--- src/sv/cts_pkg.sv ---
// ----------------------------------------------------------------------------
// cts_pkg
// Shared constants, types and helpers of the calorimeter trigger sum block.
// ----------------------------------------------------------------------------
package cts_pkg;

    localparam int CHANNELS          = 4;
    localparam int ADC_W             = 14;
    localparam int IDX_W             = 5;
    localparam int CH_SUM_W          = 10;
    localparam int SUM_W             = 8;
    localparam int EVT_W             = 32;
    localparam int MAX_SAMPLES       = 32;
    localparam int DEFAULT_MAX_DELAY = 16;

    localparam int THR_W = 8;
    localparam int DLY_W = 4;
    localparam int SPW_W = 6;

    localparam logic [THR_W-1:0] THR_RESET = THR_W'(10);
    localparam logic [DLY_W-1:0] DLY_RESET = DLY_W'(6);
    localparam logic [SPW_W-1:0] SPW_RESET = SPW_W'(31);

    localparam int CFG_IDX_W  = 2;
    localparam int CFG_DATA_W = 8;

    localparam logic [CFG_IDX_W-1:0] REG_THRESHOLD = CFG_IDX_W'(0);
    localparam logic [CFG_IDX_W-1:0] REG_SUB_DELAY = CFG_IDX_W'(1);
    localparam logic [CFG_IDX_W-1:0] REG_SAMPLES   = CFG_IDX_W'(2);

    // longest wave the sample counter can cover
    localparam int LEN_CAP = (MAX_SAMPLES < 32) ? MAX_SAMPLES : 32;

    typedef struct packed {
        logic             produce;
        logic [IDX_W-1:0] idx;
        logic             eog;
        logic             last_group;
        logic             masked;
        logic             dzero;
    } t_item_ctl;

    function automatic logic [SPW_W-1:0] wave_len(input logic [SPW_W-1:0] spw);
        logic [SPW_W-1:0] n;
        n = spw;
        if (n > SPW_W'(LEN_CAP)) n = SPW_W'(LEN_CAP);
        if (n < SPW_W'(2)) n = SPW_W'(2);
        return n;
    endfunction

endpackage

--- src/sv/cts_in_if.sv ---
// ----------------------------------------------------------------------------
// cts_in_if
// Request channel carrying one time sample of a four-channel tower group.
// ----------------------------------------------------------------------------
interface cts_in_if;
    import cts_pkg::*;

    logic             valid;
    logic             ready;
    logic [ADC_W-1:0] adc_ch0;
    logic [ADC_W-1:0] adc_ch1;
    logic [ADC_W-1:0] adc_ch2;
    logic [ADC_W-1:0] adc_ch3;
    logic             masked;
    logic             last_group;

    modport source (
        output valid, adc_ch0, adc_ch1, adc_ch2, adc_ch3, masked, last_group,
        input  ready
    );
    modport sink (
        input  valid, adc_ch0, adc_ch1, adc_ch2, adc_ch3, masked, last_group,
        output ready
    );
endinterface

--- src/sv/cts_out_if.sv ---
// ----------------------------------------------------------------------------
// cts_out_if
// Result channel carrying one trigger sum with peak and event summary.
// ----------------------------------------------------------------------------
interface cts_out_if;
    import cts_pkg::*;

    logic             valid;
    logic             ready;
    logic [IDX_W-1:0] sample_index;
    logic [SUM_W-1:0] trig_sum;
    logic             fire;
    logic [SUM_W-1:0] peak_sum;
    logic [IDX_W-1:0] peak_index;
    logic             group_done;
    logic [EVT_W-1:0] event_bits;
    logic             event_pass;

    modport source (
        output valid, sample_index, trig_sum, fire, peak_sum, peak_index,
               group_done, event_bits, event_pass,
        input  ready
    );
    modport sink (
        input  valid, sample_index, trig_sum, fire, peak_sum, peak_index,
               group_done, event_bits, event_pass,
        output ready
    );
endinterface

--- src/sv/cts_cfg_if.sv ---
// ----------------------------------------------------------------------------
// cts_cfg_if
// Register write channel: register index and write data.
// ----------------------------------------------------------------------------
interface cts_cfg_if;
    import cts_pkg::*;

    logic                  valid;
    logic                  ready;
    logic [CFG_IDX_W-1:0]  index;
    logic [CFG_DATA_W-1:0] data;

    modport source (output valid, index, data, input ready);
    modport sink   (input valid, index, data, output ready);
endinterface

--- src/sv/calo_trigger_sum_threshold.sv ---
// A sample's result passes stage one, stage two and the output register to reach o_out.
// Throughput: one sample per cycle unless o_out back-pressure stalls i_in.ready, set by
//   the single delay-line RAM that is read and written once per sample at acceptance.
// Reset (i_rst_n low, synchronous): clears sample position, peak, fire accumulation and
//   pipeline valids, and loads register defaults. The delay RAM is not cleared; a read
//   feeding a produced sum at nonzero delay hits an entry written earlier in the same group.
// ----------------------------------------------------------------------------
// calo_trigger_sum_threshold
// Four-channel pedestal-subtracted trigger sum with threshold, peak tracking
// and per-event fire accumulation around a delay-line RAM.
// ----------------------------------------------------------------------------
module calo_trigger_sum_threshold #(
    parameter int MAX_DELAY = cts_pkg::DEFAULT_MAX_DELAY
) (
    input  logic       i_clk,
    input  logic       i_rst_n,
    cts_cfg_if.sink    i_cfg,
    cts_in_if.sink     i_in,
    cts_out_if.source  o_out
);
    import cts_pkg::*;

    localparam int SLOT_W = $clog2(MAX_DELAY);
    localparam int LINE_W = CHANNELS * ADC_W;

    logic [THR_W-1:0] r_threshold;
    logic [DLY_W-1:0] r_sub_delay;
    logic [SPW_W-1:0] r_spw;

    logic              accept;
    logic [SLOT_W-1:0] wslot;
    logic [SLOT_W-1:0] rslot;
    t_item_ctl         s0_ctl;
    logic [LINE_W-1:0] s0_cur;
    logic [LINE_W-1:0] rdata;

    logic              r_s1_valid;
    t_item_ctl         r_s1_ctl;
    logic [LINE_W-1:0] r_s1_cur;

    logic              s2_valid;
    t_item_ctl         s2_ctl;
    logic [SUM_W-1:0]  s2_sum;
    logic              out_free;
    logic              s2_commit;
    logic              s2_free;
    logic              s1_move;

    // configuration
    assign i_cfg.ready = 1'b1;

    always_ff @(posedge i_clk) begin
        if (!i_rst_n) begin
            r_threshold <= THR_RESET;
            r_sub_delay <= DLY_RESET;
            r_spw       <= SPW_RESET;
        end else if (i_cfg.valid) begin
            unique case (i_cfg.index)
                REG_THRESHOLD: r_threshold <= i_cfg.data[THR_W-1:0];
                REG_SUB_DELAY: r_sub_delay <= i_cfg.data[DLY_W-1:0];
                REG_SAMPLES:   r_spw       <= i_cfg.data[SPW_W-1:0];
                default: ;
            endcase
        end
    end

    // pipeline flow: stage two may retire a no-result request without the output slot
    assign s2_commit  = s2_valid && (!s2_ctl.produce || out_free);
    assign s2_free    = !s2_valid || s2_commit;
    assign s1_move    = r_s1_valid && s2_free;
    assign i_in.ready = !r_s1_valid || s2_free;
    assign accept     = i_in.valid && i_in.ready;

    assign s0_cur = {i_in.adc_ch3, i_in.adc_ch2, i_in.adc_ch1, i_in.adc_ch0};

    cts_seq #(.MAX_DELAY(MAX_DELAY)) u_seq (
        .i_clk        (i_clk),
        .i_rst_n      (i_rst_n),
        .i_accept     (accept),
        .i_masked     (i_in.masked),
        .i_last_group (i_in.last_group),
        .i_sub_delay  (r_sub_delay),
        .i_len        (wave_len(r_spw)),
        .o_ctl        (s0_ctl),
        .o_wslot      (wslot),
        .o_rslot      (rslot)
    );

    cts_ram #(.WIDTH(LINE_W), .DEPTH(MAX_DELAY)) u_line (
        .i_clk   (i_clk),
        .i_we    (accept),
        .i_waddr (wslot),
        .i_wdata (s0_cur),
        .i_re    (accept),
        .i_raddr (rslot),
        .o_rdata (rdata)
    );

    always_ff @(posedge i_clk) begin
        if (!i_rst_n) begin
            r_s1_valid <= 1'b0;
        end else if (accept) begin
            r_s1_valid <= 1'b1;
        end else if (s1_move) begin
            r_s1_valid <= 1'b0;
        end
    end

    always_ff @(posedge i_clk) begin
        if (accept) begin
            r_s1_ctl <= s0_ctl;
            r_s1_cur <= s0_cur;
        end
    end

    cts_sum u_sum (
        .i_clk   (i_clk),
        .i_rst_n (i_rst_n),
        .i_load  (s1_move),
        .i_take  (s2_commit),
        .i_ctl   (r_s1_ctl),
        .i_cur   (r_s1_cur),
        .i_old   (rdata),
        .o_valid (s2_valid),
        .o_ctl   (s2_ctl),
        .o_sum   (s2_sum)
    );

    cts_accum u_accum (
        .i_clk       (i_clk),
        .i_rst_n     (i_rst_n),
        .i_commit    (s2_commit),
        .i_ctl       (s2_ctl),
        .i_sum       (s2_sum),
        .i_threshold (r_threshold),
        .o_out_free  (out_free),
        .o_out       (o_out)
    );

`ifndef NO_ASSERTIONS
    a_accept_fills_s1: assert property (@(posedge i_clk) disable iff (!i_rst_n)
        accept |=> r_s1_valid)
        else $error("accepted request did not reach stage one");
`endif

endmodule

--- src/sv/cts_ram.sv ---
// ----------------------------------------------------------------------------
// cts_ram
// Generic simple dual-port RAM, one write and one registered read port.
// ----------------------------------------------------------------------------
module cts_ram #(
    parameter  int WIDTH = 8,
    parameter  int DEPTH = 16,
    localparam int AW    = (DEPTH > 1) ? $clog2(DEPTH) : 1
) (
    input  logic             i_clk,
    input  logic             i_we,
    input  logic [AW-1:0]    i_waddr,
    input  logic [WIDTH-1:0] i_wdata,
    input  logic             i_re,
    input  logic [AW-1:0]    i_raddr,
    output logic [WIDTH-1:0] o_rdata
);

    logic [WIDTH-1:0] r_mem [DEPTH];
    logic [WIDTH-1:0] r_rdata;

    always_ff @(posedge i_clk) begin
        if (i_we) begin
            r_mem[i_waddr] <= i_wdata;
        end
        if (i_re) begin
            r_rdata <= r_mem[i_raddr];
        end
    end

    assign o_rdata = r_rdata;

endmodule

--- src/sv/cts_seq.sv ---
// ----------------------------------------------------------------------------
// cts_seq
// Sample sequencer: position in the group, delay line slots, item control.
// ----------------------------------------------------------------------------
module cts_seq #(
    parameter  int MAX_DELAY = cts_pkg::DEFAULT_MAX_DELAY,
    localparam int SLOT_W    = $clog2(MAX_DELAY)
) (
    input  logic                       i_clk,
    input  logic                       i_rst_n,
    input  logic                       i_accept,
    input  logic                       i_masked,
    input  logic                       i_last_group,
    input  logic [cts_pkg::DLY_W-1:0]  i_sub_delay,
    input  logic [cts_pkg::SPW_W-1:0]  i_len,
    output cts_pkg::t_item_ctl         o_ctl,
    output logic [SLOT_W-1:0]          o_wslot,
    output logic [SLOT_W-1:0]          o_rslot
);
    import cts_pkg::*;

    localparam int DLY_MAX = (1 << DLY_W) - 1;
    localparam logic [DLY_W-1:0] DLY_CAP =
        DLY_W'((MAX_DELAY - 1 > DLY_MAX) ? DLY_MAX : MAX_DELAY - 1);
    localparam int SW = ((SLOT_W > DLY_W) ? SLOT_W : DLY_W) + 1;

    logic [IDX_W-1:0]  r_pos;
    logic [SLOT_W-1:0] r_wslot;
    logic [DLY_W-1:0]  dly;
    logic [SW-1:0]     rdiff;
    logic              eog;

    always_comb begin
        dly   = (i_sub_delay > DLY_CAP) ? DLY_CAP : i_sub_delay;
        eog   = (SPW_W'(r_pos) + SPW_W'(1)) >= i_len;
        rdiff = SW'(r_wslot) - SW'(dly);
        // wrap the read slot back into the ring
        o_rslot = rdiff[SW-1] ? SLOT_W'(rdiff + SW'(MAX_DELAY)) : SLOT_W'(rdiff);
        o_wslot = r_wslot;

        o_ctl.produce    = r_pos >= IDX_W'(dly);
        o_ctl.idx        = r_pos - IDX_W'(dly);
        o_ctl.eog        = eog;
        o_ctl.last_group = i_last_group;
        o_ctl.masked     = i_masked;
        o_ctl.dzero      = (dly == '0);
    end

    always_ff @(posedge i_clk) begin
        if (!i_rst_n) begin
            r_pos   <= '0;
            r_wslot <= '0;
        end else if (i_accept) begin
            if (eog) begin
                r_pos   <= '0;
                r_wslot <= '0;
            end else begin
                r_pos   <= r_pos + IDX_W'(1);
                r_wslot <= (r_wslot == SLOT_W'(MAX_DELAY - 1)) ? '0
                                                               : r_wslot + SLOT_W'(1);
            end
        end
    end

`ifndef NO_ASSERTIONS
    a_wslot_range: assert property (@(posedge i_clk) disable iff (!i_rst_n)
        (32'(r_wslot) < MAX_DELAY))
        else $error("delay line write slot out of range");
`endif

endmodule

--- src/sv/cts_sum.sv ---
// ----------------------------------------------------------------------------
// cts_sum
// Pedestal subtraction and four-channel sum, registered into stage two.
// ----------------------------------------------------------------------------
module cts_sum (
    input  logic                                          i_clk,
    input  logic                                          i_rst_n,
    input  logic                                          i_load,
    input  logic                                          i_take,
    input  cts_pkg::t_item_ctl                            i_ctl,
    input  logic [cts_pkg::CHANNELS*cts_pkg::ADC_W-1:0]   i_cur,
    input  logic [cts_pkg::CHANNELS*cts_pkg::ADC_W-1:0]   i_old,
    output logic                                          o_valid,
    output cts_pkg::t_item_ctl                            o_ctl,
    output logic [cts_pkg::SUM_W-1:0]                     o_sum
);
    import cts_pkg::*;

    logic               r_valid;
    t_item_ctl          r_ctl;
    logic [SUM_W-1:0]   r_sum;
    logic [SUM_W-1:0]   n_sum;

    always_comb begin
        logic [ADC_W:0]    diff;
        logic [CH_SUM_W-1:0] acc;
        acc = '0;
        for (int c = 0; c < CHANNELS; c++) begin
            diff = {1'b0, i_cur[c*ADC_W +: ADC_W]} - {1'b0, i_old[c*ADC_W +: ADC_W]};
            // clamp negative differences, drop everything on zero delay
            if (!diff[ADC_W] && !i_ctl.dzero) begin
                acc = acc + CH_SUM_W'(diff[ADC_W-1:0] >> 4);
            end
        end
        n_sum = i_ctl.masked ? '0 : acc[CH_SUM_W-1:CH_SUM_W-SUM_W];
    end

    always_ff @(posedge i_clk) begin
        if (!i_rst_n) begin
            r_valid <= 1'b0;
        end else if (i_load) begin
            r_valid <= 1'b1;
        end else if (i_take) begin
            r_valid <= 1'b0;
        end
    end

    always_ff @(posedge i_clk) begin
        if (i_load) begin
            r_ctl <= i_ctl;
            r_sum <= n_sum;
        end
    end

    assign o_valid = r_valid;
    assign o_ctl   = r_ctl;
    assign o_sum   = r_sum;

endmodule

--- src/sv/cts_accum.sv ---
// ----------------------------------------------------------------------------
// cts_accum
// Threshold, group peak tracking, event fire accumulation and output register.
// ----------------------------------------------------------------------------
module cts_accum (
    input  logic                         i_clk,
    input  logic                         i_rst_n,
    input  logic                         i_commit,
    input  cts_pkg::t_item_ctl           i_ctl,
    input  logic [cts_pkg::SUM_W-1:0]    i_sum,
    input  logic [cts_pkg::THR_W-1:0]    i_threshold,
    output logic                         o_out_free,
    cts_out_if.source                    o_out
);
    import cts_pkg::*;

    logic [SUM_W-1:0] r_peak;
    logic [IDX_W-1:0] r_peak_idx;
    logic [EVT_W-1:0] r_facc;
    logic             r_valid;

    logic [IDX_W-1:0] r_sample_index;
    logic [SUM_W-1:0] r_trig_sum;
    logic             r_fire;
    logic [SUM_W-1:0] r_peak_sum;
    logic [IDX_W-1:0] r_peak_index;
    logic             r_group_done;
    logic [EVT_W-1:0] r_event_bits;

    logic             fire;
    logic             upd;
    logic [SUM_W-1:0] n_peak;
    logic [IDX_W-1:0] n_peak_idx;
    logic [EVT_W-1:0] n_facc;
    logic             evt_end;

    always_comb begin
        fire       = i_ctl.produce && !i_ctl.masked && (i_sum >= i_threshold);
        upd        = i_ctl.produce && !i_ctl.masked && (r_peak < i_sum);
        n_peak     = upd ? i_sum : r_peak;
        n_peak_idx = upd ? i_ctl.idx : r_peak_idx;
        n_facc     = r_facc | (EVT_W'(fire) << i_ctl.idx);
        evt_end    = i_ctl.eog && i_ctl.last_group;
    end

    assign o_out_free = !r_valid || o_out.ready;

    always_ff @(posedge i_clk) begin
        if (!i_rst_n) begin
            r_peak     <= '0;
            r_peak_idx <= '0;
            r_facc     <= '0;
            r_valid    <= 1'b0;
        end else begin
            if (i_commit) begin
                // clear the peak at group end, the event mask at event end
                r_peak     <= i_ctl.eog ? '0 : n_peak;
                r_peak_idx <= i_ctl.eog ? '0 : n_peak_idx;
                r_facc     <= evt_end ? '0 : n_facc;
            end
            if (i_commit && i_ctl.produce) begin
                r_valid <= 1'b1;
            end else if (o_out.ready) begin
                r_valid <= 1'b0;
            end
        end
    end

    always_ff @(posedge i_clk) begin
        if (i_commit && i_ctl.produce) begin
            r_sample_index <= i_ctl.idx;
            r_trig_sum     <= i_sum;
            r_fire         <= fire;
            r_peak_sum     <= n_peak;
            r_peak_index   <= n_peak_idx;
            r_group_done   <= i_ctl.eog;
            r_event_bits   <= evt_end ? n_facc : '0;
        end
    end

    assign o_out.valid        = r_valid;
    assign o_out.sample_index = r_sample_index;
    assign o_out.trig_sum     = r_trig_sum;
    assign o_out.fire         = r_fire;
    assign o_out.peak_sum     = r_peak_sum;
    assign o_out.peak_index   = r_peak_index;
    assign o_out.group_done   = r_group_done;
    assign o_out.event_bits   = r_event_bits;
    assign o_out.event_pass   = (r_event_bits != '0);

`ifndef NO_ASSERTIONS
    a_peak_covers_sum: assert property (@(posedge i_clk) disable iff (!i_rst_n)
        r_valid |-> (r_peak_sum >= r_trig_sum))
        else $error("reported peak below current sum");
    a_event_only_at_end: assert property (@(posedge i_clk) disable iff (!i_rst_n)
        (r_valid && !r_group_done) |-> (r_event_bits == '0))
        else $error("event bits shown before group end");
    a_fire_in_mask: assert property (@(posedge i_clk) disable iff (!i_rst_n)
        (i_commit && fire) |=> (r_facc[$past(i_ctl.idx)] || $past(evt_end)))
        else $error("fire bit lost from event accumulation");
`endif

endmodule
--- src/flat_wrapper.sv ---
// flat-port wrapper written by rule: the top's interface ports become plain ports
module calo_trigger_sum_threshold_flat import cts_pkg::*;
#(
    parameter int MAX_DELAY = cts_pkg::DEFAULT_MAX_DELAY
)
  (i_clk, i_rst_n, i_cfg_valid, i_cfg_index, i_cfg_data, i_cfg_ready, i_in_valid, i_in_adc_ch0, i_in_adc_ch1, i_in_adc_ch2, i_in_adc_ch3, i_in_masked, i_in_last_group, i_in_ready, o_out_valid, o_out_sample_index, o_out_trig_sum, o_out_fire, o_out_peak_sum, o_out_peak_index, o_out_group_done, o_out_event_bits, o_out_event_pass, o_out_ready);
  cts_cfg_if i_cfg_i ();
  cts_in_if i_in_i ();
  cts_out_if o_out_i ();
  input  logic i_clk;
  input  logic i_rst_n;
  input wire logic [$bits(i_cfg_i.valid)-1:0] i_cfg_valid;
  input wire logic [$bits(i_cfg_i.index)-1:0] i_cfg_index;
  input wire logic [$bits(i_cfg_i.data)-1:0] i_cfg_data;
  output wire logic [$bits(i_cfg_i.ready)-1:0] i_cfg_ready;
  input wire logic [$bits(i_in_i.valid)-1:0] i_in_valid;
  input wire logic [$bits(i_in_i.adc_ch0)-1:0] i_in_adc_ch0;
  input wire logic [$bits(i_in_i.adc_ch1)-1:0] i_in_adc_ch1;
  input wire logic [$bits(i_in_i.adc_ch2)-1:0] i_in_adc_ch2;
  input wire logic [$bits(i_in_i.adc_ch3)-1:0] i_in_adc_ch3;
  input wire logic [$bits(i_in_i.masked)-1:0] i_in_masked;
  input wire logic [$bits(i_in_i.last_group)-1:0] i_in_last_group;
  output wire logic [$bits(i_in_i.ready)-1:0] i_in_ready;
  output wire logic [$bits(o_out_i.valid)-1:0] o_out_valid;
  output wire logic [$bits(o_out_i.sample_index)-1:0] o_out_sample_index;
  output wire logic [$bits(o_out_i.trig_sum)-1:0] o_out_trig_sum;
  output wire logic [$bits(o_out_i.fire)-1:0] o_out_fire;
  output wire logic [$bits(o_out_i.peak_sum)-1:0] o_out_peak_sum;
  output wire logic [$bits(o_out_i.peak_index)-1:0] o_out_peak_index;
  output wire logic [$bits(o_out_i.group_done)-1:0] o_out_group_done;
  output wire logic [$bits(o_out_i.event_bits)-1:0] o_out_event_bits;
  output wire logic [$bits(o_out_i.event_pass)-1:0] o_out_event_pass;
  input wire logic [$bits(o_out_i.ready)-1:0] o_out_ready;
  assign i_cfg_i.valid = i_cfg_valid;
  assign i_cfg_i.index = i_cfg_index;
  assign i_cfg_i.data = i_cfg_data;
  assign i_cfg_ready = i_cfg_i.ready;
  assign i_in_i.valid = i_in_valid;
  assign i_in_i.adc_ch0 = i_in_adc_ch0;
  assign i_in_i.adc_ch1 = i_in_adc_ch1;
  assign i_in_i.adc_ch2 = i_in_adc_ch2;
  assign i_in_i.adc_ch3 = i_in_adc_ch3;
  assign i_in_i.masked = i_in_masked;
  assign i_in_i.last_group = i_in_last_group;
  assign i_in_ready = i_in_i.ready;
  assign o_out_valid = o_out_i.valid;
  assign o_out_sample_index = o_out_i.sample_index;
  assign o_out_trig_sum = o_out_i.trig_sum;
  assign o_out_fire = o_out_i.fire;
  assign o_out_peak_sum = o_out_i.peak_sum;
  assign o_out_peak_index = o_out_i.peak_index;
  assign o_out_group_done = o_out_i.group_done;
  assign o_out_event_bits = o_out_i.event_bits;
  assign o_out_event_pass = o_out_i.event_pass;
  assign o_out_i.ready = o_out_ready;
  calo_trigger_sum_threshold #(.MAX_DELAY(MAX_DELAY)) u_core (.i_clk(i_clk), .i_rst_n(i_rst_n), .i_cfg(i_cfg_i), .i_in(i_in_i), .o_out(o_out_i));
endmodule
--- config.mk ---
export PLATFORM = sky130hd
export DESIGN_NAME = calo_trigger_sum_threshold_flat
export DESIGN_NICKNAME = d
export VERILOG_FILES = /design/src/sv/cts_pkg.sv /design/src/sv/cts_in_if.sv /design/src/sv/cts_out_if.sv /design/src/sv/cts_cfg_if.sv /design/src/sv/calo_trigger_sum_threshold.sv /design/src/sv/cts_ram.sv /design/src/sv/cts_seq.sv /design/src/sv/cts_sum.sv /design/src/sv/cts_accum.sv /design/src/flat_wrapper.sv
export SDC_FILE = /design/constraint.sdc
export NUM_CORES = 1
export LEC_CHECK = 0
export BUFFER_PORTS_ARGS = -buffer_cell sky130_fd_sc_hd__buf_2
export CELL_PAD_IN_SITES_DETAIL_PLACEMENT = 0
export CELL_PAD_IN_SITES_GLOBAL_PLACEMENT = 1
export CORE_UTILIZATION = 35
export DETAILED_ROUTE_END_ITERATION = 10
export PLACE_DENSITY = 0.66
export RECOVER_POWER = 25
export SETUP_SLACK_MARGIN = 0.4
export SYNTH_ARGS = -nofsm -noshare
export SYNTH_HDL_FRONTEND = slang
export SYNTH_SLANG_ARGS = --single-unit
--- constraint.sdc ---
create_clock -name i_clk -period 31.4 [get_ports i_clk]
set_input_delay 4.71 -clock i_clk [delete_from_list [all_inputs] [get_ports i_clk]]
set_output_delay 4.71 -clock i_clk [all_outputs]
set_load 0.01 [all_outputs]
# Word-level counts from Yosys, hierarchy flattened
# Memories as Yosys holds them, arrays and structs flattened. A register that Yosys moved wholly into a read port is not among the register bits.
# Index checks and enable logic that the tools add are counted.
# word_totals
regBits	218
ram_bits	896
in_bits	73
output_inout_bits	64
n_memories	1
# op_classes
addsub	13
order_cmp	7
eq_ne	3
shifts	1
muxes	24
bitwise	1
reduce_logical	35
# mem_list
name	depth	word_bits	rd	rd_clocked_by_memory_dff	wr	line	rtl
u_core.u_line.r_mem	16	56	1	1	1	cts_ram.sv:19	logic [WIDTH-1:0] r_mem [DEPTH];
# ops
op	count
14-bit by 14-bit subtractor with 15-bit output	4
10-bit two-way mux	4
32-bit two-way mux	1
32-bit bitwise OR	1
32-bit nonzero test	1
1-bit by 5-bit left shift with 32-bit output	1
10-bit adder	3
4-bit two-way mux	4
8-bit two-way mux	2
5-bit two-way mux	3
1-bit logical AND	12
6-bit two-way mux	2
1-bit logical NOT	10
4-bit by 1-bit adder with 4-bit output (second input constant)	2
8-bit greater-or-equal comparator	1
8-bit < comparator	1
1-bit two-way mux	8
5-bit by 1-bit adder with 6-bit output (second input constant)	1
6-bit greater-or-equal comparator	1
6-bit greater-than comparator (second input constant)	1
6-bit by 2-bit < comparator with 1-bit output (second input constant)	1
2-bit AND reduction	3
2-bit nonzero test	3
5-bit by 1-bit adder with 5-bit output (second input constant)	1
other kinds (10)	13

# Longest topological paths before layout
# Gate-level depths: netlist of the first run.
# logic_depth
word_depth	10
mapped_depth	29
depth_no_buf	29

# Modules after synthesis
# A second synthesis of the first run with hierarchy kept.
# unflattened
cells_unflattened	2596
hier_area_um2	47646.9
# modules_own_cells
mod	n_inst	cells_each	area_each_um2	seq_area_each_um2
cts_ram	1	1445	35238.8	28587.4
cts_accum	1	366	4520.6	2722.6
cts_sum	1	504	4105.2	560.5
calo_trigger_sum_threshold	1	161	2860.2	2362.3
cts_seq	1	120	922.1	180.2

# Worst setup path after synthesis of the first run
# No wires, ideal clock.
# synth_timing
path_kind	input to register
start	in o_out_ready
end	mem u_core.u_line.r_mem[0][0] in the netlist's numbering (enable)
setup_ps	538
t_arrival_ps	13373
required_time_ps	30862
setup_slack_ps	17489
stages	8
path_buffers	1
path_cell_list	nor2b_1 > and3_1 > nand2_1 > nand2_1 > inv_1 > clkbuf_1 > nand2_1 > nor3_1
# synth_via
elab_chain_len	8
# synth_lines
item	line	rtl
start: declaration	flat_wrapper.sv:33	input wire logic [$bits(o_out_i.ready)-1:0] o_out_ready;
1-bit logical OR	cts_accum.sv:46	assign o_out_free = !r_valid || o_out.ready;
1-bit logical OR	calo_trigger_sum_threshold.sv:68	assign s2_commit = s2_valid && (!s2_ctl.produce || out_free);
1-bit logical AND	calo_trigger_sum_threshold.sv:68	
1-bit logical OR	calo_trigger_sum_threshold.sv:69	assign s2_free = !s2_valid || s2_commit;
1-bit logical OR	calo_trigger_sum_threshold.sv:71	assign i_in.ready = !r_s1_valid || s2_free;
via i_in_ready	flat_wrapper.sv:23	output wire logic [$bits(i_in_i.ready)-1:0] i_in_ready;
1-bit logical AND	calo_trigger_sum_threshold.sv:72	assign accept = i_in.valid && i_in.ready;
via u_core.accept	calo_trigger_sum_threshold.sv:30	logic accept;
1-bit two-way mux	cts_ram.sv:23	if (i_we) begin
1-bit two-way mux (implied by the code)	cts_ram.sv:24	r_mem[i_waddr] <= i_wdata;
end: declaration	cts_ram.sv:19	
# The timed path passes the listed nets, and every way through them passes these cells.

# Final worst setup path of the first run
# layout_timing
start	in o_out_ready
end	out i_in_ready
# layout_via
elab_chain_len	5
# layout_lines
item	line
1-bit logical OR	cts_accum.sv:46
1-bit logical OR	calo_trigger_sum_threshold.sv:68
1-bit logical AND	calo_trigger_sum_threshold.sv:68
1-bit logical OR	calo_trigger_sum_threshold.sv:69
1-bit logical OR	calo_trigger_sum_threshold.sv:71
end: declaration	flat_wrapper.sv:23
# Every way passes these cells.

==> reports/metrics.cfg, run 1 <==
[clocking]
cts.root.buffer_cell=clkbuf_16
ctsLongestPathBuffers=3
cts_tree=done
cts_resized=0
insertion_delay_ps=760
post_cts_buffers=0
numClockSinks=1170
clk_pin_slew_worst_paths_ps=60
htreeDepth=3
postCtsHoldBufs=0
cts_buffers=118

[sta]
layout_min_cycle_time_ps=10170
rsz0062_at_grt=false
worst_pin_slew_ps=3821
setup_ws_ps=21230
tns_ps=0
clock.fmax_mhz=98.30
hold_viol=0
drv_slew=206
finClkSkew_ps=87.41
setup_viol=0
max_slew_margin_pct=-154.8
period_share_pct=32.40

[global_routing]
antenna_found_initial=10
grt-busiest-layer=met2
grt_usage_pct=15.46
grtUsageMet1_pct=21.65
grt_pass1_wl_mm=160.1
grt_max_degree=113
grt.met3_usage_pct=2.865
grt_pass1_vias=25020
grtUsageMet2_pct=24.93
grt_overflow=0

[min_path]
worst_hold_path.num_cells=0
hp-start=u_core.r_s1_ctl[4]
holdPathEnd=u_core.u_sum.o_ctl[4]
hold_class=flip-flop to flip-flop

[critical_path]
crit_type=primary input to output port
critPathMaxFanout=3
cp.arrival_ps=5460
rr_worst_depth=10
path_cells=buf_2 > nor2b_1 > and3_1 > nand2_1 > buf_2
rrSetupSlack_ps=22590
reg2reg_from=u_core.u_seq.o_wslot[0]
worstPathRequired_ps=26690
reg2reg_to=u_core.u_line.o_rdata[2]
cp-end-kind=output port
cpPeakStageDelay_ps=230
critPathLaunchType=primary input
path_common_cell=buf_2
crit_slowest_cell=and3_1

[floorplanning]
fp-row-count=135
core-area_sq_um=135500
die-area_sq_um=138000
start_util_pct=35.27
fp.dieH_microns=371.5
die_w_microns=371.5
ioPinCount=137

[synth]
ys_async_sr_fraction_pct=0
ys_seq_area_share_pct=71.97
synth_fp_nets=2901
synth.distinct_cells=73
yosysTopAreaCell=edfxtp_1
yosys_most_used_dff=edfxtp_1
synth_edf_count=1095
yosys_warnings=0
synth_cells=2713
syn_area_sq_um=47770
synth_top_area_share_pct=68.83
ys_ff_latch=1170
yosys-top-cells-area=edfxtp_1, mux4_2, dfxtp_1
syn_avg_cell_area_sq_um=17.61

[routing]
drt_iter0_markers=2131
wl_per_cell_microns=22.14
wirelength_mm=105.5
via_count=24410
first_pass_iters=5
drc=0
via_per_inst=5.120
ant_nets=0

[cells_and_area]
final_nets=3077
seq_area_sq_um=34380
final_cells=4767
nFillCells=12330
layout-drive-gt1-share_pct=19.77
multi_input_area_sq_um=12690
area_growth_pct=13.75

[placed_design]
placedCellCount=4550
port_buffers=135
dpl.hpwl_mm=59.56
gp_congestion=0.7622
detailedPlace.worstSlack_ps=21240

[job]
cap_violations=5

[power]
ir_drop_mv=0.04822
p_per_area_nw_per_um2=66.36
p_total_uw=3606
p_leak_uw=0.01814

[run_status]
violations=max-capacitance violations, max-slew violations
status=finished, violations left

==> worst max path at each step <==
stage | start | to | depth (start not counted)
5_1_grt | o_out_ready | i_in_ready | 5
6_report | o_out_ready | i_in_ready | 5
3_3_place_gp | o_out_ready | i_in_ready | 5
4_1_cts | o_out_ready | i_in_ready | 5
2_1_floorplan | o_out_ready | u_core.u_line.r_mem[0][0] | 8
3_5_place_dp | o_out_ready | i_in_ready | 5
==> placed cells by master (no fill, tap or decap), types with 38 or more instances in the layout <==
cell,Yosys,layout
nand2_1,193,193
clkbuf_16,0,118
mux4_2,224,224
dfxtp_1,75,75
a21oi_1,44,44
and2_1,60,49
inv_1,106,105
buf_2,3,103
edfxtp_1,1095,1095
xnor2_1,40,38
nor2_1,104,92
clkbuf_1,79,69
ha_1,111,111
a31oi_1,76,76
a211oi_1,60,61
==> Yosys cell counts (14+ instances only) <==
cell / number
a211oi_1: 60
a21o_1: 35
a21oi_1: 44
a22o_1: 18
a31oi_1: 76
a32o_1: 14
and2_1: 60
buf_1: 33
clkbuf_1: 79
dfxtp_1: 75
edfxtp_1: 1095
ha_1: 111
inv_1: 106
mux2_2: 23
mux4_2: 224
nand2_1: 193
nand3_1: 16
nor2_1: 104
nor2b_1: 19
nor3_1: 38
o21a_1: 30
o21ai_0: 35
xnor2_1: 40
xor2_1: 22
==> per-stage QoR <==
stage	area, sq um	hold slack [ps]	utilization [%]
global placement	50740	404.0	37.46
global route	54340	385.0	40.11
floorplan	47770	400.3	-
finish	54340	385.5	40.12
detailed placement	50740	407.2	37.46
CTS	54420	382.8	40.17
==> registers in the layout (all words and copies together), names as in the netlist, 6 cells and up <==
register,count
u_core.r_s1_ctl,10
u_core.r_s1_cur,56
u_core.u_sum.o_ctl,9
u_core.u_accum.r_facc,32
u_core.r_spw,6
u_core.u_line.o_rdata,56
u_core.u_line.r_mem,896
u_core.r_threshold,8
u_core.u_accum.o_out.event_bits,32
u_core.u_sum.o_sum,8
u_core.u_accum.o_out.trig_sum,8
u_core.u_accum.r_peak,8
u_core.u_accum.o_out.peak_sum,8
==> power breakdown <==
group	leakage (uW)	internal, uW	switching [uW]
combinational	0.00577	214	295
sequential	0.0106	1750	13.9
clock	0.00178	740	598
total	0.0181	2700	906
==> worst max-delay path, delay by kind of cell <==
kind	cells	cell delay, ps
buffers and inverters	2	250
AND/OR/NAND/NOR	3	510
==> metal layers <==
layer	vias up	share of wire, %
li1	11110	-
met1	12510	45
met2	619	47
met3	150	5.5
met4	10	1.8
met5	-	0.065
==> final cells by class <==
class / instances / area share (%)
sequential: 1170 / 63.27
clock inverter: 64 / 1.068
multi-input combinational: 1318 / 23.36
antenna: 2 / 0.009210
inverter: 109 / 0.7667
timing repair buffer: 172 / 1.731
tap: 1781 / 4.101
clock buffer: 151 / 5.698
==> logic make-up (layout without fill, tap and decap cells) <==
kind of cell	Yosys count	after routing	share of synthesized area [%]
DFF	1170	1170	71.97
and+or+nand+nor	505	505	5.023
AOI/OAI and AO/OA	376	376	5.644
muxes	259	259	11.35
buffers and inverters	225	496	1.789
adders and majority gates	115	115	3.075
xor gates and xnor gates	62	62	1.137
other	1	3	0.007850
Power figures use the tool's default switching activity.
==> run 2, diff against run 1 <==
Settings changed: PLACE_DENSITY 0.66 to 0.68.
Clock period 31.4 ns to 8.7 ns, I/O delays scaled along.
==> reports/metrics.cfg, run 2 (synthesized netlist as in run 1, its figures left out) <==
[clocking]
numClockSinks=1170  ; unchanged
post_cts_buffers=0  ; unchanged
postCtsHoldBufs=0  ; unchanged
clk_pin_slew_worst_paths_ps=60  ; about the same
htreeDepth=3  ; unchanged
cts_resized=0  ; unchanged
cts_tree=done
insertion_delay_ps=750  ; about the same
ctsLongestPathBuffers=3  ; unchanged
cts_buffers=118  ; unchanged
cts.root.buffer_cell=clkbuf_16

[critical_path]
crit_type=flip-flop to flip-flop
worstPathRequired_ps=9200  ; -17,490 ps
cpPeakStageDelay_ps=600  ; +370 ps
critPathMaxFanout=9  ; +6
rr_worst_depth=24  ; +14
rrSetupSlack_ps=2500  ; -20,090 ps
crit_slowest_cell=o31ai_2
path_cells=ha_1 > a21o_1 > a21o_1 > a21o_1 > o31ai_2 > nor2_1 > fa_1 > xor2_1 > mux2_2 > ha_1 > a21o_1 > a21oi_1 > o21bai_1 > a21oi_1 > xnor2_1 > mux2_2 > ha_1 > nand3_1 > o22ai_1 > inv_1 > o211ai_1 > nand3_1 > nand3b_1 > mux2_2
cp-end-kind=flip-flop
cp.arrival_ps=6700  ; +1240 ps
path_common_cell=a21o_1
critPathLaunchType=flip-flop

[sta]
clock.fmax_mhz=161.3
max_slew_margin_pct=30.25  ; +180 points
rsz0062_at_grt=false
drv_slew=0  ; -100%
worst_pin_slew_ps=1041  ; -2780 ps
period_share_pct=71.25
tns_ps=0  ; unchanged
setup_viol=0  ; unchanged
finClkSkew_ps=45.45  ; -41.96 ps
setup_ws_ps=2502  ; -18,730 ps
hold_viol=0  ; unchanged
layout_min_cycle_time_ps=6198

[routing]
drt_iter0_markers=2023  ; -5.1%
drc=0  ; unchanged
wl_per_cell_microns=22.95  ; +3.7%
via_count=24560  ; +0.61%
wirelength_mm=109.6  ; +3.8%
ant_nets=0  ; unchanged
first_pass_iters=5  ; unchanged
via_per_inst=5.145  ; +0.49%

[min_path]
hold_class=flip-flop to flip-flop
worst_hold_path.num_cells=0  ; unchanged

[global_routing]
grt_max_degree=130  ; +15%
grt_pass1_wl_mm=164.1  ; +2.4%
grt_pass1_vias=25070  ; +0.21%
antenna_found_initial=14  ; +4
grt_usage_pct=16.00  ; +0.54 points
grt_overflow=0  ; unchanged

[cells_and_area]
seq_area_sq_um=34380  ; unchanged
largest_reg_flops=896  ; unchanged
final_cell_mix=edfxtp_1, mux4_2, nand2_1
multi_input_area_sq_um=12740  ; +0.35%
nFillCells=12120  ; -1.7%
antenna_cells=0  ; -2
layout-drive-gt1-share_pct=19.89  ; +0.11 points
area_growth_pct=14.12
final_common_cell=edfxtp_1
final_nets=3079  ; +0.065%
regMostFlops=u_core.u_line.r_mem
final_area_sq_um=54520  ; +0.32%

[power]
p_leak_uw=0.01820  ; +0.32%
ir_drop_mv=0.1707  ; +250%
p_per_area_nw_per_um2=240.6  ; +260%

[floorplanning]
core-area_sq_um=135500  ; unchanged
fp-row-count=135  ; unchanged
fp.dieH_microns=371.5  ; unchanged
die_w_microns=371.5  ; unchanged
start_util_pct=35.27  ; unchanged
ioPinCount=137  ; unchanged
die-area_sq_um=138000  ; unchanged

[placed_design]
gp_congestion=0.8128  ; +6.6%
port_buffers=135  ; unchanged
detailedPlace.worstSlack_ps=2537  ; -18,700 ps
placed_area_sq_um=50760  ; about the same
dpl.hpwl_mm=60.68  ; +1.9%

[job]
cap_violations=0  ; -5

[run_status]
status=finished, final reports clean

==> run 2: path summary, 6_finish.rpt <==
check | startpoint | to
setup / recovery | u_core.r_s1_cur[7] | u_core.u_sum.o_sum[7]
hold / removal | u_core.r_s1_ctl[4] | u_core.u_sum.o_ctl[4]
setup reg to reg | u_core.r_s1_cur[7] | u_core.u_sum.o_sum[7]
hold reg to reg | u_core.r_s1_ctl[4] | u_core.u_sum.o_ctl[4]
==> run 2: area by class of cell <==
type	instances	share of cell area, %
Clock buffer	145	5.641
Multi-Input combinational cell	1318	23.36
Sequential cell	1170	63.07
Clock inverter	76	1.349
Timing Repair Buffer	174	1.728
Tap cell	1781	4.087
Inverter	109	0.7643
==> run 2: layer usage <==
| layer | vias to the layer above | track usage [%] | wire length, microns |
|---|---|---|---|
| li1 | 11130 | - | - |
| met1 | 12720 | 21.85 | 49240 |
| met2 | 542 | 26.36 | 52820 |
| met3 | 149 | 3.096 | 5610 |
| met4 | 22 | 3.767 | 1761 |
| met5 | - | 0 | 129 |
==> run 2: report_power, final <==
| group | switching [uW] | total (uW) | internal (uW) |
|---|---|---|---|
| logic | 1040 | 1790 | 754 |
| clock network | 2150 | 4970 | 2820 |
| registers | 55.1 | 6360 | 6300 |
==> run 2: stage by stage <==
step | util, % | instances | hold slack (ps) | power, uW
floorplan | - | 2713 | 400.3 | 7767
detailed placement | 37.47 | 4552 | 408.0 | 8283
finish | 40.24 | 4773 | 407.8 | 13120
global placement | 37.47 | 4552 | 402.6 | 8277
global route | 40.24 | 4773 | 411.2 | 13640
CTS | 40.28 | 4773 | 404.0 | 13260
==> run 2: worst max-delay path, delay by kind of cell (launching register included) <==
| family | cells | cell delay, ps |
|---|---|---|
| compound gates | 10 | 2300 |
| fa+ha+maj | 4 | 1490 |
| mux | 3 | 930 |
| simple gates | 4 | 550 |
| flops | 1 | 360 |
| xor+xnor | 2 | 260 |
| buf+inv | 1 | 90 |
==> run 3, diff against run 2 <==
Settings changed: PLACE_DENSITY 0.68 to 0.66.
Clock period 8.7 ns to 5.9 ns, I/O delays scaled along.
==> reports/metrics.cfg, run 3 (synthesized netlist as in run 1, its figures left out) <==
[placed_design]
gp_congestion=0.8029  ; -1.2%
port_buffers=135  ; unchanged
detailedPlace.worstSlack_ps=-8.052  ; -2546 ps
placed_area_sq_um=51260  ; +1.0%
dpl.hpwl_mm=62.79  ; +3.5%

[cells_and_area]
largest_reg_flops=896  ; unchanged
final_area_sq_um=55640  ; +2.1%
final_cell_mix=edfxtp_1, mux4_2, nand2_1
regMostFlops=u_core.u_line.r_mem
nFillCells=12110  ; -0.082%
final_common_cell=edfxtp_1
fin_util_pct=41.08  ; +0.83 points
layout-drive-gt1-share_pct=23.73  ; +3.8 points
area_growth_pct=16.47
final_nets=3131  ; +1.7%

[critical_path]
cp-end-kind=flip-flop
cpPeakStageDelay_ps=410  ; -190 ps
crit_start=u_core.r_s1_cur[7]
critPathMaxFanout=3  ; -6
crit_slowest_cell=edfxtp_1
cp.arrival_ps=6040  ; -660 ps
path_common_cell=ha_4
critPathLaunchType=flip-flop
reg2reg_from=u_core.r_s1_cur[7]
worstPathRequired_ps=6390  ; -2810 ps
crit_type=flip-flop to flip-flop

[global_routing]
antenna_found_initial=9  ; -5
grt_pass1_vias=25460  ; +1.6%
grt_max_degree=113  ; -13%
grt_usage_pct=16.49  ; +0.48 points
grt_overflow=0  ; unchanged
grt_pass1_wl_mm=168.3  ; +2.6%

[routing]
ant_nets=0  ; unchanged
first_pass_iters=5  ; unchanged
via_per_inst=5.146  ; about the same
drc=0  ; unchanged
drt_iter0_markers=2008  ; -0.74%
wirelength_mm=112.8  ; +3.0%
wl_per_cell_microns=23.36  ; +1.8%
via_count=24850  ; +1.2%

[clocking]
numClockSinks=1170  ; unchanged
cts_tree=done
clk_pin_slew_worst_paths_ps=60  ; about the same
ctsLongestPathBuffers=3  ; unchanged
cts_buffers=118  ; unchanged
htreeDepth=3  ; unchanged
cts.root.buffer_cell=clkbuf_16
insertion_delay_ps=780  ; +30 ps

[min_path]
hp-start=i_in_last_group
hold_class=primary input to flip-flop

[floorplanning]
core-area_sq_um=135500  ; unchanged
ioPinCount=137  ; unchanged
die-area_sq_um=138000  ; unchanged
die_w_microns=371.5  ; unchanged
start_util_pct=35.27  ; unchanged
fp.dieH_microns=371.5  ; unchanged
fp-row-count=135  ; unchanged

[sta]
rsz0062_at_grt=true
tns_ps=0  ; unchanged
worst_pin_slew_ps=1010  ; -31.43 ps
hold_slack_ps=331.6  ; -76.13 ps
finClkSkew_ps=84.01  ; +38.56 ps
drv_slew=0  ; unchanged
clock.fmax_mhz=180.4  ; +12%
setup_viol=0  ; unchanged
hold_viol=0  ; unchanged
period_share_pct=93.96  ; +23 points
layout_min_cycle_time_ps=5544  ; -654.4 ps
setup_ws_ps=356.1  ; -2146 ps
max_slew_margin_pct=32.68  ; +2.4 points

[run_status]
status=finished, final reports clean

[job]
cap_violations=0  ; unchanged

[power]
p_per_area_nw_per_um2=355.4  ; +48%
ir_drop_mv=0.2754  ; +61%
p_leak_uw=0.01854  ; +1.9%

-- run 3: cell types whose count changed in the layout (fill, tap and decap cells not counted), sizes merged --
| cell | before | now |
|---|---|---|
| buf | 133 | 189 |
| bufinv | 10 | 5 |
| clkinv | 55 | 60 |
| clkinvlp | 5 | 1 |
| clkbuf | 186 | 188 |
| diode | 0 | 1 |
| inv | 115 | 116 |
-- run 3: critical path: cells and delay by family, from the launching register on --
| family | cells | cell delay [ps] |
|---|---|---|
| and+or+nand+nor | 3 | 320 |
| adders and majority gates | 4 | 1100 |
| DFF | 1 | 410 |
| AOI/OAI and AO/OA | 11 | 1890 |
| muxes | 3 | 870 |
| xor gates and xnor gates | 2 | 160 |
| buffers and inverters | 5 | 540 |
-- run 3: stage by stage --
| stage | total power, uW | std cells |
|---|---|---|
| floorplan | 11460 | 2713 |
| global placement | 12330 | 4581 |
| detailed placement | 12340 | 4581 |
| CTS | 19780 | 4824 |
| global route | 20570 | 4828 |
| finish | 19780 | 4829 |
-- run 3: routing by layer --
layer / vias up / wire [microns] / track usage [%]
met2: 589 / 54840 / 27.11
li1: 11220 / - / -
met1: 12900 / 49930 / 22.73
met5: - / 94 / 0
met3: 134 / 6084 / 2.912
met4: 14 / 1871 / 3.854
-- run 3: final timing paths --
path / slack (ps) / cells after the start / end
worst max-delay path: 360 / 28 / u_core.u_sum.o_sum[7]
worst max register to register: 360 / 28 / u_core.u_sum.o_sum[7]
worst min-delay path: 330 / 1 / u_core.r_s1_ctl[2]
worst min register to register: 410 / 0 / u_core.u_sum.o_ctl[5]
-- run 3: final cells by class --
cell class	count	area [sq um]	share of cell area, %
Inverter	109	416.7	0.7488
Multi-Input combinational cell	1318	13330	23.96
Tap cell	1781	2228	4.005
Timing Repair Buffer	226	1612	2.896
Clock buffer	151	3077	5.529
Antenna cell	1	2.502	0.004497
Clock inverter	73	593.1	1.066
Sequential cell	1170	34380	61.79
-- run 3: report_power, final --
part	internal (uW)	total, uW	switching [uW]
clock	3920	7110	3180
combinational	1500	3300	1800
sequential	9290	9370	80.5
total	14700	19800	5070
-- run 3: timing repair --
item | 4_1_cts | 5_1_grt
hold buffers | 0 | 0
gates resized for setup | 61 | 41
setup endpoints to repair | 5 | 6
setup buffers | 19 | 4
pin swaps | 56 | 21
